[src/rtl/ukf_pkg.sv]
package ukf_pkg;

   localparam int KEY_W      = 32;
   localparam int DATA_W     = 32;
   localparam int CMD_W      = 2;
   localparam int OCC_W      = 5;
   localparam int ENTRY_W    = KEY_W + DATA_W;
   localparam int REQ_DATA_W = 64;
   localparam int RSP_DATA_W = 72;

   localparam logic [CMD_W-1:0] CMD_ENQ  = 2'd0;
   localparam logic [CMD_W-1:0] CMD_DEQ  = 2'd1;
   localparam logic [CMD_W-1:0] CMD_PEEK = 2'd2;

   typedef enum logic [1:0] {
      ST_OK    = 2'd0,
      ST_DUP   = 2'd1,
      ST_FULL  = 2'd2,
      ST_EMPTY = 2'd3
   } status_type;

   typedef struct packed {
      status_type                status;
      logic signed [KEY_W-1:0]   out_key;
      logic signed [DATA_W-1:0]  out_payload;
      logic [OCC_W-1:0]          occupancy;
      logic                      is_empty;
   } rsp_type;

endpackage

[src/rtl/ukf_ram.sv]
module ukf_ram #(
   parameter int WIDTH = 64,
   parameter int DEPTH = 16
) (
   input  logic                     clock,
   input  logic                     wr_en,
   input  logic [$clog2(DEPTH)-1:0] wr_addr,
   input  logic [WIDTH-1:0]         wr_data,
   input  logic [$clog2(DEPTH)-1:0] rd_addr,
   output logic [WIDTH-1:0]         rd_data
);

   logic [WIDTH-1:0] mem [DEPTH];
   logic [WIDTH-1:0] rd_data_ff;

   always_ff @(posedge clock) begin
      if (wr_en) begin
         mem[wr_addr] <= wr_data;
      end
      rd_data_ff <= mem[rd_addr];
   end

   assign rd_data = rd_data_ff;

endmodule

[src/rtl/ukf_ctrl.sv]
module ukf_ctrl #(
   parameter int DEPTH = 16
) (
   input  logic                          clock,
   input  logic                          reset,
   input  logic                          req_valid,
   input  logic [ukf_pkg::CMD_W-1:0]     req_cmd,
   input  logic [ukf_pkg::KEY_W-1:0]     req_key,
   input  logic [ukf_pkg::DATA_W-1:0]    req_payload,
   output logic                          req_ready,
   input  logic                          out_free,
   output logic                          rsp_load,
   output ukf_pkg::rsp_type              rsp,
   output logic                          ram_wr_en,
   output logic [$clog2(DEPTH)-1:0]      ram_wr_addr,
   output logic [ukf_pkg::ENTRY_W-1:0]   ram_wr_data,
   output logic [$clog2(DEPTH)-1:0]      ram_rd_addr,
   input  logic [ukf_pkg::ENTRY_W-1:0]   ram_rd_data
);

   import ukf_pkg::*;

   localparam int AW    = $clog2(DEPTH);
   localparam int CNT_W = $clog2(DEPTH + 1);
   localparam logic [AW-1:0]    LAST_SLOT = AW'(DEPTH - 1);
   localparam logic [CNT_W-1:0] FULL_CNT  = CNT_W'(DEPTH);

   typedef enum logic [1:0] {
      S_IDLE,
      S_SCAN,
      S_RESP
   } state_type;

   state_type          state_ff, state_in;
   logic [CMD_W-1:0]   cmd_ff, cmd_in;
   logic [KEY_W-1:0]   key_ff, key_in;
   logic [DATA_W-1:0]  payload_ff, payload_in;
   logic [AW-1:0]      head_ff, head_in;
   logic [AW-1:0]      tail_ff, tail_in;
   logic [CNT_W-1:0]   count_ff, count_in;
   logic [AW-1:0]      scan_ptr_ff, scan_ptr_in;
   logic [CNT_W-1:0]   issue_cnt_ff, issue_cnt_in;
   logic               rd_pend_ff, rd_pend_in;
   logic               dup_ff, dup_in;

   logic               issue;
   logic               key_match;
   logic [CNT_W-1:0]   new_count;

   assign req_ready   = (state_ff == S_IDLE);
   assign ram_rd_addr = (state_ff == S_SCAN) ? scan_ptr_ff : head_ff;
   assign ram_wr_addr = tail_ff;
   assign ram_wr_data = {payload_ff, key_ff};
   assign key_match   = (ram_rd_data[KEY_W-1:0] == key_ff);
   assign issue       = (issue_cnt_ff != count_ff);

   always_comb begin
      state_in     = state_ff;
      cmd_in       = cmd_ff;
      key_in       = key_ff;
      payload_in   = payload_ff;
      head_in      = head_ff;
      tail_in      = tail_ff;
      count_in     = count_ff;
      scan_ptr_in  = scan_ptr_ff;
      issue_cnt_in = issue_cnt_ff;
      rd_pend_in   = rd_pend_ff;
      dup_in       = dup_ff;
      new_count    = count_ff;
      rsp_load     = 1'b0;
      ram_wr_en    = 1'b0;
      rsp.status      = ST_OK;
      rsp.out_key     = '0;
      rsp.out_payload = '0;

      case (state_ff)
         S_IDLE: begin
            if (req_valid) begin
               cmd_in       = req_cmd;
               key_in       = req_key;
               payload_in   = req_payload;
               dup_in       = 1'b0;
               scan_ptr_in  = head_ff;
               issue_cnt_in = '0;
               rd_pend_in   = 1'b0;
               if (req_cmd == CMD_ENQ && count_ff != '0) begin
                  state_in = S_SCAN;
               end else begin
                  state_in = S_RESP;
               end
            end
         end
         S_SCAN: begin
            // one slot read per cycle from head; the compare lands in the following cycle
            if (issue) begin
               scan_ptr_in  = (scan_ptr_ff == LAST_SLOT) ? '0 : scan_ptr_ff + 1'b1;
               issue_cnt_in = issue_cnt_ff + 1'b1;
            end
            rd_pend_in = issue;
            if (rd_pend_ff && key_match) begin
               dup_in = 1'b1;
            end
            if (!issue && !rd_pend_ff) begin
               state_in = S_RESP;
            end
         end
         S_RESP: begin
            case (cmd_ff)
               CMD_ENQ: begin
                  if (count_ff != '0 && dup_ff) begin
                     rsp.status = ST_DUP;
                  end else if (count_ff >= FULL_CNT) begin
                     rsp.status = ST_FULL;
                  end else begin
                     new_count = count_ff + 1'b1;
                  end
               end
               CMD_DEQ, CMD_PEEK: begin
                  if (count_ff == '0) begin
                     rsp.status = ST_EMPTY;
                  end else begin
                     // head slot was addressed the whole time, read data is current
                     rsp.out_key     = ram_rd_data[KEY_W-1:0];
                     rsp.out_payload = ram_rd_data[ENTRY_W-1:KEY_W];
                     if (cmd_ff == CMD_DEQ) begin
                        new_count = count_ff - 1'b1;
                     end
                  end
               end
               default: begin
               end
            endcase
            if (out_free) begin
               rsp_load = 1'b1;
               state_in = S_IDLE;
               count_in = new_count;
               if (cmd_ff == CMD_ENQ && rsp.status == ST_OK) begin
                  ram_wr_en = 1'b1;
                  tail_in   = (tail_ff == LAST_SLOT) ? '0 : tail_ff + 1'b1;
               end
               if (cmd_ff == CMD_DEQ && rsp.status == ST_OK) begin
                  head_in = (head_ff == LAST_SLOT) ? '0 : head_ff + 1'b1;
               end
            end
         end
         default: begin
            state_in = S_IDLE;
         end
      endcase

      rsp.occupancy = OCC_W'(new_count);
      rsp.is_empty  = (new_count == '0);
   end

   always_ff @(posedge clock) begin
      if (reset) begin
         state_ff     <= S_IDLE;
         head_ff      <= '0;
         tail_ff      <= '0;
         count_ff     <= '0;
         scan_ptr_ff  <= '0;
         issue_cnt_ff <= '0;
         rd_pend_ff   <= 1'b0;
         dup_ff       <= 1'b0;
      end else begin
         state_ff     <= state_in;
         head_ff      <= head_in;
         tail_ff      <= tail_in;
         count_ff     <= count_in;
         scan_ptr_ff  <= scan_ptr_in;
         issue_cnt_ff <= issue_cnt_in;
         rd_pend_ff   <= rd_pend_in;
         dup_ff       <= dup_in;
      end
      cmd_ff     <= cmd_in;
      key_ff     <= key_in;
      payload_ff <= payload_in;
   end

`ifndef SYNTHESIS
   a_count_bound: assert property (@(posedge clock) disable iff (reset)
      count_ff <= FULL_CNT)
      else $error("entry count above depth");

   a_ptr_consistent: assert property (@(posedge clock) disable iff (reset)
      (count_ff == '0 || count_ff == FULL_CNT) == (head_ff == tail_ff))
      else $error("head/tail pointers disagree with entry count");

   a_no_write_full: assert property (@(posedge clock) disable iff (reset)
      ram_wr_en |-> count_ff < FULL_CNT)
      else $error("write into a full queue");

   a_scan_bound: assert property (@(posedge clock) disable iff (reset)
      state_ff == S_SCAN |-> issue_cnt_ff <= count_ff)
      else $error("key scan ran past the held entries");
`endif

endmodule

[src/rtl/unique_key_fifo_core.sv]
// Queue of (key, payload) entries that refuses an enqueue whose key is already held.
// Dequeue, peek, unused commands and enqueue into an empty queue go straight to the result
// state; enqueue into a queue of n entries first scans all n held keys, one slot a cycle
// through the RAM read port. The result is registered and waits while the output stalls.
// One item at a time: the next item is taken only after the last result has been loaded.
// Reset (synchronous, active high) empties the queue; RAM contents are not cleared.
module unique_key_fifo_core #(
   parameter int DEPTH = 16
) (
   input  logic                              clock,
   input  logic                              reset,
   input  logic                              req_tvalid,
   output logic                              req_tready,
   input  logic [ukf_pkg::REQ_DATA_W-1:0]    req_tdata,  // key[31:0], payload[63:32]
   input  logic [ukf_pkg::CMD_W-1:0]         req_tuser,  // cmd[1:0]
   output logic                              rsp_tvalid,
   input  logic                              rsp_tready,
   output logic [ukf_pkg::RSP_DATA_W-1:0]    rsp_tdata,  // out_key[31:0], out_payload[63:32],
                                                         // occupancy[68:64], is_empty[69], zero
   output logic [1:0]                        rsp_tuser   // status[1:0]
);

   import ukf_pkg::*;

   localparam int AW = $clog2(DEPTH);

   rsp_type             rsp_next;
   rsp_type             rsp_ff;
   logic                rsp_valid_ff;
   logic                rsp_load;
   logic                out_free;
   logic                ram_wr_en;
   logic [AW-1:0]       ram_wr_addr;
   logic [ENTRY_W-1:0]  ram_wr_data;
   logic [AW-1:0]       ram_rd_addr;
   logic [ENTRY_W-1:0]  ram_rd_data;

   assign out_free = !rsp_valid_ff || rsp_tready;

   ukf_ctrl #(
      .DEPTH (DEPTH)
   ) u_ctrl (
      .clock       (clock),
      .reset       (reset),
      .req_valid   (req_tvalid),
      .req_cmd     (req_tuser),
      .req_key     (req_tdata[KEY_W-1:0]),
      .req_payload (req_tdata[KEY_W+DATA_W-1:KEY_W]),
      .req_ready   (req_tready),
      .out_free    (out_free),
      .rsp_load    (rsp_load),
      .rsp         (rsp_next),
      .ram_wr_en   (ram_wr_en),
      .ram_wr_addr (ram_wr_addr),
      .ram_wr_data (ram_wr_data),
      .ram_rd_addr (ram_rd_addr),
      .ram_rd_data (ram_rd_data)
   );

   ukf_ram #(
      .WIDTH (ENTRY_W),
      .DEPTH (DEPTH)
   ) u_entry_ram (
      .clock   (clock),
      .wr_en   (ram_wr_en),
      .wr_addr (ram_wr_addr),
      .wr_data (ram_wr_data),
      .rd_addr (ram_rd_addr),
      .rd_data (ram_rd_data)
   );

   always_ff @(posedge clock) begin
      if (reset) begin
         rsp_valid_ff <= 1'b0;
      end else if (rsp_load) begin
         rsp_valid_ff <= 1'b1;
      end else if (rsp_tready) begin
         rsp_valid_ff <= 1'b0;
      end
   end

   always_ff @(posedge clock) begin
      if (rsp_load) begin
         rsp_ff <= rsp_next;
      end
   end

   assign rsp_tvalid = rsp_valid_ff;
   assign rsp_tuser  = rsp_ff.status;
   assign rsp_tdata  = {2'b00, rsp_ff.is_empty, rsp_ff.occupancy,
                        rsp_ff.out_payload, rsp_ff.out_key};

endmodule

[config.mk]
export PLATFORM = sky130hd
export DESIGN_NAME = unique_key_fifo_core
export DESIGN_NICKNAME = d
export VERILOG_FILES = /design/src/rtl/ukf_pkg.sv /design/src/rtl/ukf_ram.sv /design/src/rtl/ukf_ctrl.sv /design/src/rtl/unique_key_fifo_core.sv
export SDC_FILE = /design/constraint.sdc
export NUM_CORES = 1
export LEC_CHECK = 0
export BUFFER_PORTS_ARGS = -buffer_cell sky130_fd_sc_hd__buf_4
export CORE_ASPECT_RATIO = 0.7
export CORE_UTILIZATION = 40
export CTS_BUF_LIST = sky130_fd_sc_hd__clkbuf_8
export CTS_CLUSTER_SIZE = 20
export DETAILED_ROUTE_END_ITERATION = 8
export PLACE_DENSITY_LB_ADDON = 0.05
export SETUP_SLACK_MARGIN = 0.1
export SYNTH_ARGS = -nofsm -noshare
export SYNTH_HDL_FRONTEND = slang
export SYNTH_SLANG_ARGS = --single-unit
[constraint.sdc]
create_clock -name clock -period 7.74 [get_ports clock]
set_input_delay 0.774 -clock clock [delete_from_list [all_inputs] [get_ports clock]]
set_output_delay 0.774 -clock clock [all_outputs]
set_load 0.02 [all_outputs]
# [Word-level counts from Yosys, hierarchy flattened]
# Memory sizes are Yosys's and may differ from the RTL's. A register that Yosys moved wholly into a read port is not among the register bits.
# Index checks and enable logic that the tools add are counted.
[word_totals] input_bits=70 ramBits=1024 memories=1 register_bits=165
[classes] add_sub_neg=6 n_lt_le_gt_ge=1 reduce_logical=29 n_eq_ne=14 bitwise=2 n_mux=39
[memory_table] memory="u_entry_ram.mem" depth=16 word_bits=64 read_ports=1 rd_clocked_by_memory_dff=1 write_ports=1 line_no="ukf_ram.sv:13" rtl="logic [WIDTH-1:0] mem [DEPTH];"
[ops] cell="$mux 5" n=7
[ops] cell="$eq 32x32->1" n=1
[ops] cell="$mux 4" n=6
[ops] cell="$pmux 5 s2" n=2
[ops] cell="$mux 2" n=8
[ops] cell="$reduce_and 3->1" n=5
[ops] cell="$add 4x1->4 const B" n=3
[ops] cell="$eq 4x4->1 const B" n=3
[ops] cell="$mux 1" n=11
[ops] cell="$add 5x1->5 const B" n=2
[ops] cell="$logic_not 5->1" n=2
[ops] cell="$logic_not 2->1" n=4
[ops] cell="$ne 2x2->1 const B" n=4
[ops] cell="$pmux 4 s2" n=1
[ops] cell="$logic_and 1x1->1" n=6
[ops] cell="$pmux 2 s3" n=1
[ops] cell="$reduce_and 2->1" n=3
[ops] cell="$ge 5x5->1 const B" n=1
[ops] cell="$ne 5x5->1" n=1
[ops] cell="$reduce_bool 5->1" n=1
[ops] cell="$sub 5x1->5 const B" n=1
[ops] cell="$eq 2x1->1 const B" n=2
[ops] cell="$eq 2x2->1 const B" n=2
[ops] cell="$pmux 1 s2" n=2
[ops] cell="other kinds (8)" n=12

# [Longest topological paths before layout]
# Gate-level depths: netlist of run 1.
[depth] ltp_word=12 mapped_depth=11 depth_no_buf=8

# [By module]
# A second synthesis of run 1 with hierarchy kept.
[hier_totals] cells_unflattened=2157 area_unflattened_um2=46483.3
[by_module_without_submodules] module="ukf_ram" area_each_um2=39581.7 n_inst=1 cells_each=1647 seq_area_each_um2=32030.7
[by_module_without_submodules] module="ukf_ctrl" area_each_um2=4674.5 n_inst=1 cells_each=431 seq_area_each_um2=2502.4
[by_module_without_submodules] module="unique_key_fifo_core" area_each_um2=2227.1 n_inst=1 cells_each=79 seq_area_each_um2=2182.1

# [Worst setup path after synthesis of run 1]
# No wires, ideal clock.
[synth_timing] path_type="register to register" from="register u_ctrl.count_ff[0]" to="memory u_entry_ram.mem[0][0] (enable)" stages_incl_launch_ff=8 period_less_slack_ps=6589 t_required_ps=7175 setup_slack_ps=1151 arrival_ps=6025 cell_sequence="dfxtp_1 -> inv_1 -> ha_1 -> nor4b_4 -> o21ai_2 -> a211oi_4 -> nand2_1 -> nor3_1"
[synth_between] elab_chain_len=12
[synth_rtl] item="start: declaration" line_no="ukf_ctrl.sv:40" rtl="logic [CNT_W-1:0] count_ff, count_in;"
[synth_rtl] item="start signal: assignment" line_no="ukf_ctrl.sv:169" rtl="count_ff <= count_in;"
[synth_rtl] item="$ge 5x5->1 or $reduce_bool 5->1 (tied branches)" line_no="ukf_ctrl.sv:112, ukf_ctrl.sv:110"
[synth_rtl] item="$mux 2 or $logic_and 1x1->1 (tied branches)" line_no="ukf_ctrl.sv:112, ukf_ctrl.sv:110"
[synth_rtl] item="$mux 2" line_no="ukf_ctrl.sv:110" rtl="if (count_ff != '0 && dup_ff) begin"
[synth_rtl] item="$pmux 2 s2 (*)" line_no="ukf_ctrl.sv:108" rtl="case (cmd_ff)"
[synth_rtl] item="$mux 2 (*)" line_no="ukf_ctrl.sv:76" rtl="case (state_ff)"
[synth_rtl] item="$logic_not 2->1 (*)" line_no="ukf_ctrl.sv:137" rtl="if (cmd_ff == CMD_ENQ && rsp.status == ST_OK) begin"
[synth_rtl] item="$logic_and 1x1->1 (*)" line_no="ukf_ctrl.sv:137"
[synth_rtl] item="$mux 1 (*)" line_no="ukf_ctrl.sv:137"
[synth_rtl] item="$mux 1 (*)" line_no="ukf_ctrl.sv:133" rtl="if (out_free) begin"
[synth_rtl] item="$mux 1 (*)" line_no="ukf_ctrl.sv:76"
[synth_rtl] item="$mux 1 (*)" line_no="ukf_ram.sv:17" rtl="if (wr_en) begin"
[synth_rtl] item="$mux 1 (implied by the code) (*)" line_no="ukf_ram.sv:18" rtl="mem[wr_addr] <= wr_data;"
[synth_rtl] item="end: declaration" line_no="ukf_ram.sv:13"
# Every way passes the cells marked *; elsewhere a longest branch is shown, timed or not. The select of a mux whose other input is x is not followed.

# [Worst setup path after layout of run 1]
[layout_timing] from="register u_ctrl.count_ff[0]" to="memory u_entry_ram.mem[8][22] (enable)"
# The elaborated chain is that of the path after synthesis.

==> flow_summary.ini, run 1 <==
[outcome]
outcome = completed

[setup_path]
cp.required_ns = 8.22
critPathCaptureType = register
worstSetupStartpointType = register
crit_type = reg -> reg
arrival_ns = 4.87
cp_max_fo = 37

[die]
initial_core_util_pct = 40.6
die-area_um2 = 119000
fp-row-count = 104
io_pins = 146
core_region_area_um2 = 116000
die_w_um = 412
die_height_um = 289

[placement]
gp_congestion = 0.798
post-place-ws_ns = 3.28
port_buffers = 143
hpwlAfterDp_um = 66600

[yosys]
yosys.area_share.adder_pct = 0.319
synth_compound_area_share_pct = 2.81
synth-seq-area-share_pct = 78.1
ys_top_cells_by_count = edfxtp_1 (1162), nand2_1 (609), nand3_1 (202), mux4_2 (126), dfxtp_1 (91)
synth.area.mux_share_pct = 6.32
synth-simple-area-share_pct = 9.93
ys.flop_type = edfxtp_1
synth-xor-area-share_pct = 0.782
synth.area.top_cells = edfxtp_1 (74%), mux4_2 (6.0%), nand2_1 (4.9%)
synth_area_um2 = 47000
synth_edf_count = 1162
synthCells = 2844
avgSynthCellArea_um2 = 16.5
synth_top_area_share_pct = 74.2
synth.ff_latch_count = 1253
synth.distinct_cells = 64
yosys.cell_count.top_type = edfxtp_1
synth_top_family_by_area = simple AND/OR/NAND/NOR gates
synthArstFlopShare_pct = 0
yosys_warnings = 0
yosys.area.top_type = edfxtp_1

[route]
num_vias = 25784
drtAntennaViolNets = 0
vias_per_cell = 5.33
route.met2.wl_um = 56000
wl_per_cell_um = 25.8
wl_met3_um = 7430
post-route-drc-count = 0
firstDrtPassIters = 5
drtIter0Drc = 2501
wl_met1_um = 59000
wirelength_um = 125000
top_layer = met4

[timing]
hold_viol = 0
maxSlewHeadroom_pct = 24.5
slew_violations = 0
fmax_mhz = 228
whs_ns = 0.116
finalSetupViolCount = 0
rsz0062_at_grt = false
fin_setup_tns_ns = 0
fin_crit_ns = 4.39
min_period_over_period_pct = 56.7
skew_ns = 0.0290
worst_pin_slew_ns = 1.13
fin_ws_ns = 3.35

[clocking]
cts.sinks = 1253
cts_tree = yes
post_cts_buffers = 0
cts_root_buffer = clkbuf_8
h-tree-depth = 4
cts.path.max_buffers = 3
clock_latency_ns = 0.88
numCtsBuffers = 191
clk_pin_slew_ns = 0.06

[hold_path]
hold_path.class = in -> reg

[layout]
fillCellCount = 10015
drive_above_1_share_pct = 17.9
nets = 3218
area_growth_pct = 15.0

[global_routing]
antenna_found_initial = 7
grt_max_degree = 139
overflow = 0
grt_usage_pct = 21.0
grt_pass1_wl_um = 179000
grt_pass1_vias = 25952

[power_and_ir_drop]
p_leak_nw = 18.4
powerDensity_nw_per_um2 = 240
peakVddDrop_mv = 0.168

[flow_run]
max_cap_viol_count = 0
==> power breakdown <==
group          internal, mW  total (mW)  switching [mW]
Sequential             7.46        7.58           0.115
Combinational         0.122       0.301           0.179
Clock                  2.53        5.11            2.58
==> cell families (layout without fill, tap and decap cells) <==
group | Yosys count | count (layout)
DFF | 1253 | 1253
and+or+nand+nor | 1041 | 1041
AOI/OAI and AO/OA | 190 | 190
buffers and inverters | 167 | 624
muxes | 138 | 138
xor gates and xnor gates | 42 | 42
adders and majority gates | 12 | 12
other | 1 | 4
==> flip-flops by register name (all words and copies together), names as in the netlist <==
name,cells
u_ctrl.rd_pend_ff,1
u_ctrl.cmd_ff,2
u_ctrl.ram_wr_addr,4
rsp_tvalid,1
rsp_tdata,70
u_entry_ram.rd_data,64
u_ctrl.count_ff,5
u_entry_ram.mem,1024
u_ctrl.state_ff,2
u_ctrl.scan_ptr_ff,4
rsp_tuser,2
u_ctrl.issue_cnt_ff,5
u_ctrl.dup_ff,1
u_ctrl.payload_ff,32
u_ctrl.key_ff,32
u_ctrl.head_ff,4
==> through the flow <==
stage	cell area, um2	cells	util, %	power [mW]
CTS	54100	4839	46.8	13.2
finish	54100	4841	46.8	13.0
floorplan	47000	2845	-	7.82
detailed placement	49900	4416	43.1	8.00
global route	54100	4840	46.8	13.4
global placement	49900	4416	43.1	7.99
==> per-layer routing <==
layer,vias up,track usage [%]
met2,809,31.5
met3,161,3.28
met1,13327,31.6
met5,-,0
met4,0,6.23
li1,11487,-
==> final timing paths <==
check                                     end                             from  slack, ns  cells after the start
min reg2reg       rsp_tdata[57]$_SDFFCE_PP0P_  u_entry_ram.rd_data[57]$_DFF_P_       0.50                      1
max          u_entry_ram.mem[8][22]$_DFFE_PP_  u_ctrl.count_ff[0]$_SDFFE_PP0P_       3.35                      8
max reg2reg  u_entry_ram.mem[8][22]$_DFFE_PP_  u_ctrl.count_ff[0]$_SDFFE_PP0P_       3.35                      8
min                u_ctrl.cmd_ff[0]$_DFFE_PP_                     req_tuser[0]       0.12                      1
==> placed cells by master (no fill, tap or decap), types with 18 or more instances in the layout <==
master            n
a22oi_1          65
dlygate4sd3_1    64
dfxtp_1          91
and2_1           65
a31oi_1          66
buf_4           182
nand2_1         606
edfxtp_1       1162
inv_1           107
clkbuf_8        211
nor2_1           31
mux4_2          126
clkinv_1         27
xnor2_1          36
nand4_1          73
nand3_1         202
a21oi_1          18
==> final cells by class <==
cell class / count / area (um2) / share of cell area, %
flip-flops and latches: 1253 / 36700 / 67.9
multi-input cells: 1425 / 9700 / 17.9
clock buffers: 211 / 2900 / 5.37
repair buffers: 252 / 2130 / 3.93
well taps: 1537 / 1920 / 3.56
clock inverters: 148 / 656 / 1.21
inverters: 13 / 53.8 / 0.0995
diodes: 2 / 5.00 / 0.00925
==> timing repair <==
action,in CTS,in global routing
endpoints found under the hold margin,64,0
resized for setup,0,0
hold buffers,64,0
==> worst max-delay path: stages (launching register included) <==
cell      delay, ns
dfxtp_1        0.39
inv_1          0.10
ha_1           0.22
nor4b_4        0.46
o21ai_2        0.15
a211oi_4       0.63
nand2_1        0.36
nor2_4         0.90
buf_4          0.76
No activity file was read; power rests on OpenSTA's default activity.
==> run 2: changes to the inputs <==
==> constraint.sdc (replaced) <==
create_clock -name clock -period 4.5 [get_ports clock]
set_input_delay 0.45 -clock clock [delete_from_list [all_inputs] [get_ports clock]]
set_output_delay 0.45 -clock clock [all_outputs]
set_load 0.02 [all_outputs]
==> run 2 against run 1 <==
Final cell count up 0.43%. Setup slack worse by 2.5 ns. Design area up 0.99%. Sequential power up 72%. Clock-buffer cell count up 6. Non-clock buffer count up 25. Clock power up 75%. Critical endpoint is now u_entry_ram.mem[6][48]$_DFFE_PP_. Critical path depth unchanged. Sequential share of layout area down 0.67 points. Wire length down 5.4%.
==> flow_summary.ini, run 2 (synthesis results as in run 1) <==
[timing]
whs_ns = 0.307
slew_violations = 0
fin_crit_ns = 3.65
maxSlewHeadroom_pct = 17.5
worst_pin_slew_ns = 1.23
skew_ns = 0.0251
hold_viol = 0
min_period_over_period_pct = 81.0
fin_setup_tns_ns = 0
rsz0062_at_grt = false
finalSetupViolCount = 0
fmax_mhz = 274

[clocking]
numCtsBuffers = 191
clk_pin_slew_ns = 0.06
post_cts_buffers = 0
cts_resized = 0
h-tree-depth = 4
clock_latency_ns = 0.86
cts_tree = yes
cts_root_buffer = clkbuf_8
cts.sinks = 1253
cts.path.max_buffers = 3

[setup_path]
r2r_end = u_entry_ram.mem[6][48]$_DFFE_PP_
critPathCaptureType = register
critical_path.startpoint = u_ctrl.count_ff[0]$_SDFFE_PP0P_
crit_slowest_cell = a211oi_4
endpoint = u_entry_ram.mem[6][48]$_DFFE_PP_
worstSetupStartpointType = register
reg2reg_slack_ns = 0.85
cp_max_fo = 15
crit_type = reg -> reg
arrival_ns = 4.17
rr_worst_depth = 8
r2r_start = u_ctrl.count_ff[0]$_SDFFE_PP0P_
cp_slowest_stage_delay_ns = 0.63
crit_chain = inv_1 > ha_1 > nor4b_4 > o21ai_2 > a211oi_4 > nand2_1 > nor2_4 > buf_4
cp.required_ns = 5.02

[power_and_ir_drop]
p_int_mw = 17.6
seqPwrFrac_pct = 58.0
clock_power_share_pct = 39.7
p_comb_share_pct = 2.3
peakVddDrop_mv = 0.296
p_leak_nw = 18.6
powerDensity_nw_per_um2 = 412
switching_share_pct = 21.6
finalPower_mw = 22.5
p_sw_mw = 4.86

[route]
drtIter0Drc = 2291
vias_per_cell = 5.29
wirelength_um = 118000
post-route-drc-count = 0
drtAntennaViolNets = 0
firstDrtPassIters = 5
wl_per_cell_um = 24.3
num_vias = 25697

[global_routing]
grt_pass1_wl_um = 173000
grt_max_degree = 100
grt_pass1_vias = 25890
antenna_found_initial = 3
overflow = 0
grt_usage_pct = 20.0

[layout]
top_register = u_entry_ram.mem
fillCellCount = 9978
mostFrequentLayoutCells = edfxtp_1 (1162), nand2_1 (606), clkbuf_8 (217), nand3_1 (202), buf_4 (183)
nets = 3243
largest_reg_flops = 1024
area_growth_pct = 16.2
drive_above_1_share_pct = 18.5
regArea_um2 = 36700
final_common_cell = edfxtp_1
multi_input_area_um2 = 9730

[die]
die_w_um = 412
core_region_area_um2 = 116000
initial_core_util_pct = 40.6
die_height_um = 289
io_pins = 146
fp-row-count = 104
die-area_um2 = 119000

[placement]
port_buffers = 143
gp_congestion = 0.810
hpwlAfterDp_um = 65300

[hold_path]
hold_path.class = in -> reg

[flow_run]
max_cap_viol_count = 0

[outcome]
outcome = completed
-- run 2: changes by cell type in the layout (fill, tap and decap cells not counted), sizes merged --
cell / previous run / this run
buf: 188 / 208
bufinv: 1 / 3
clkbuf: 211 / 217
clkinv: 40 / 53
clkinvlp: 7 / 3
diode: 2 / 1
dlygate4sd3: 64 / 69
inv: 113 / 93
-- run 2: power by group through the flow --
| stage | Clock, mW | Sequential [mW] | Combinational, mW |
|---|---|---|---|
| 2_1_floorplan | 0 | 13.2 | 0.244 |
| 3_3_place_gp | 0 | 13.3 | 0.475 |
| 3_5_place_dp | 0 | 13.3 | 0.478 |
| 4_1_cts | 9.23 | 13.0 | 0.529 |
| 5_1_grt | 9.72 | 13.0 | 0.565 |
| 6_report | 8.93 | 13.0 | 0.518 |
-- run 2: timing repair --
item / in CTS / in global routing
endpoints found under the hold margin: 89 / 0
hold buffers: 69 / 0
endpoints found under the setup margin: 0 / 0
-- run 2: worst max-delay path, delay by kind of cell, from the launching register on --
| kind | cells | cell delay [ns] |
|---|---|---|
| adder cells (fa/ha/maj) | 1 | 0.21 |
| flip-flops | 1 | 0.39 |
| buffers and inverters | 2 | 0.49 |
| AO/OA/AOI/OAI | 2 | 0.80 |
| AND/OR/NAND/NOR | 3 | 1.42 |
-- run 2: how the worst min path moves through the flow --
stage                                             start                                   to  cells after the start
finish                                    req_tdata[50]      u_ctrl.payload_ff[18]$_DFFE_PP_                      2
global route                              req_tdata[32]       u_ctrl.payload_ff[0]$_DFFE_PP_                      2
CTS                                       req_tdata[24]          u_ctrl.key_ff[24]$_DFFE_PP_                      2
detailed placement      u_entry_ram.rd_data[55]$_DFF_P_          rsp_tdata[55]$_SDFFCE_PP0P_                      1
global placement        u_entry_ram.rd_data[56]$_DFF_P_          rsp_tdata[56]$_SDFFCE_PP0P_                      1
floorplan           u_ctrl.issue_cnt_ff[1]$_SDFFE_PP0P_  u_ctrl.issue_cnt_ff[1]$_SDFFE_PP0P_                      2
-- run 2: final cells by class --
type	instances	area share, %
Sequential cell	1253	67.2
Inverter	13	0.0985
Antenna cell	1	0.00458
Clock buffer	217	5.47
Clock inverter	139	1.19
Multi-Input combinational cell	1425	17.8
Timing Repair Buffer	277	4.70
Tap cell	1537	3.52
-- run 2: through the flow --
step	util [%]	cell area (um2)	instances	setup WS (ns)
4_1_cts	47.2	54600	4861	0.865
2_1_floorplan	-	47000	2845	-0.359
5_1_grt	47.2	54600	4862	0.663
6_report	47.2	54600	4862	0.854
3_3_place_gp	43.5	50300	4436	1.01
3_5_place_dp	43.5	50300	4436	0.893
-- run 2: layer usage --
metal	track usage, %	part of all wire [%]
met1	30.6	49
met5	0	0
met3	3.14	5.3
met2	29.5	44
met4	5.83	1.9
==> run 3: changes to the inputs <==
==> constraint.sdc (replaced) <==
create_clock -name clock -period 3.3 [get_ports clock]
set_input_delay 0.33 -clock clock [delete_from_list [all_inputs] [get_ports clock]]
set_output_delay 0.33 -clock clock [all_outputs]
set_load 0.02 [all_outputs]
==> run 3 against run 2 <==
Sequential share of layout area decreased by 0.87 points. Power rose by 36%. Clock-buffer cell count shrank 5. Wire length is 3.7% higher. Die area stayed put. Fmax grew 27%. Critical endpoint is now u_entry_ram.rd_data[10]$_DFF_P_. Largest cell class unchanged. Highest routed layer unchanged.
==> flow_summary.ini, run 3 (synthesis results as in run 1) <==
[timing]
rsz0062_at_grt = false
skew_ns = 0.0269
slew_violations = 0
maxSlewHeadroom_pct = 20.6
fin_crit_ns = 2.88
worst_pin_slew_ns = 1.19
hold_viol = 0
fmax_mhz = 347
finalSetupViolCount = 0
whs_ns = 0.162
fin_ws_ns = 0.421
min_period_over_period_pct = 87.3
fin_setup_tns_ns = 0

[outcome]
outcome = completed

[layout]
top_register = u_entry_ram.mem
postLayoutCellArea_um2 = 55300
drive_above_1_share_pct = 19.8
final_common_cell = edfxtp_1
area_growth_pct = 17.7
largest_reg_flops = 1024
nets = 3292
final_util_pct = 47.8
mostFrequentLayoutCells = edfxtp_1 (1162), nand2_1 (605), clkbuf_8 (212), nand3_1 (202), buf_4 (199)

[power_and_ir_drop]
powerDensity_nw_per_um2 = 551
peakVddDrop_mv = 0.421
p_leak_nw = 18.9

[clocking]
cts_tree = yes
cts.path.max_buffers = 3
clock_latency_ns = 0.88
clk_pin_slew_ns = 0.06
cts.sinks = 1253
cts_root_buffer = clkbuf_8
numCtsBuffers = 191
h-tree-depth = 4

[die]
io_pins = 146
fp-row-count = 104
initial_core_util_pct = 40.6
die_height_um = 289
die-area_um2 = 119000
core_region_area_um2 = 116000
die_w_um = 412

[route]
wirelength_um = 122000
post-route-drc-count = 0
vias_per_cell = 5.29
num_vias = 25995
wl_per_cell_um = 24.9
drtIter0Drc = 2314
firstDrtPassIters = 6
drtAntennaViolNets = 0

[global_routing]
antenna_found_initial = 3
busiest_layer = met1
grt_max_degree = 71
gr-usage-met3_pct = 3.39
grt_pass1_vias = 26491
grt_pass1_wl_um = 180000
gr-usage-met1_pct = 31.7
met2_usage_pct = 30.5
grt_usage_pct = 20.8
overflow = 0

[placement]
port_buffers = 143
gp_congestion = 0.823
placed_area_um2 = 51100
post-place-ws_ns = 0.432
hpwlAfterDp_um = 68800

[setup_path]
critPathCaptureType = register
cp_slowest_stage_delay_ns = 1.07
arrival_ns = 3.63
crit_type = reg -> reg
worstSetupStartpointType = register
cp_max_fo = 21
cp.required_ns = 4.05
crit_chain = nand2b_1 > o21ai_4 > buf_12 > nand3_1 > nand4_1 > nand2_1
crit_slowest_cell = o21ai_4

[flow_run]
max_cap_viol_count = 0

[hold_path]
hold_path.class = in -> reg
-- run 3: changes by cell type in the layout (fill, tap and decap cells not counted), sizes merged --
cell / before / now
buf: 208 / 257
inv: 93 / 111
clkinv: 53 / 38
clkbuf: 217 / 212
diode: 1 / 5
bufinv: 3 / 1
clkinvlp: 3 / 4
-- run 3: final timing paths --
kind / to / slack (ns) / cells after the start / from
max: u_entry_ram.rd_data[10]$_DFF_P_ / 0.42 / 6 / u_ctrl.state_ff[0]$_SDFFE_PP0P_
min reg2reg: rsp_tdata[57]$_SDFFCE_PP0P_ / 0.50 / 1 / u_entry_ram.rd_data[57]$_DFF_P_
max reg2reg: u_entry_ram.rd_data[10]$_DFF_P_ / 0.42 / 6 / u_ctrl.state_ff[0]$_SDFFE_PP0P_
min: u_ctrl.payload_ff[17]$_DFFE_PP_ / 0.16 / 2 / req_tdata[49]
-- run 3: layout make-up --
type	instances	area [um2]
multi-input cells	1425	9740
inverters	13	53.8
clock buffers	212	2920
well taps	1537	1920
flip-flops and latches	1253	36700
repair buffers	326	3350
clock inverters	141	629
fillers	9896	60300
diodes	5	12.5
-- run 3: repair_timing --
action,CTS,global route
setup buffers,0,0
hold buffers,69,0
gates resized for setup,0,0
hold endpoints to repair,93,0
-- run 3: metal layers --
layer	up-vias	routed length, um
met5	-	0
li1	11619	-
met2	784	53700
met3	190	6680
met1	13402	59600
met4	0	2270
-- run 3: power by group --
part           switching, mW  leakage (nW)  internal, mW
logic                  0.462          5.44         0.326
clock network           6.01          2.16          5.96
registers              0.228          11.3          17.5
total                   6.70          18.9          23.8
-- run 3: per-stage QoR --
step	power [mW]	instances
after global placement	18.8	4485
after global routing	31.7	4912
after floorplan	18.4	2845
final	30.5	4912
after CTS	30.9	4907
after detailed placement	18.8	4485
-- run 3: critical path: cells and delay by family, from the launching register on --
family          cells  cell delay [ns]
flops               1             0.47
simple gates        4             0.90
buf+inv             1             0.30
compound gates      1             1.07
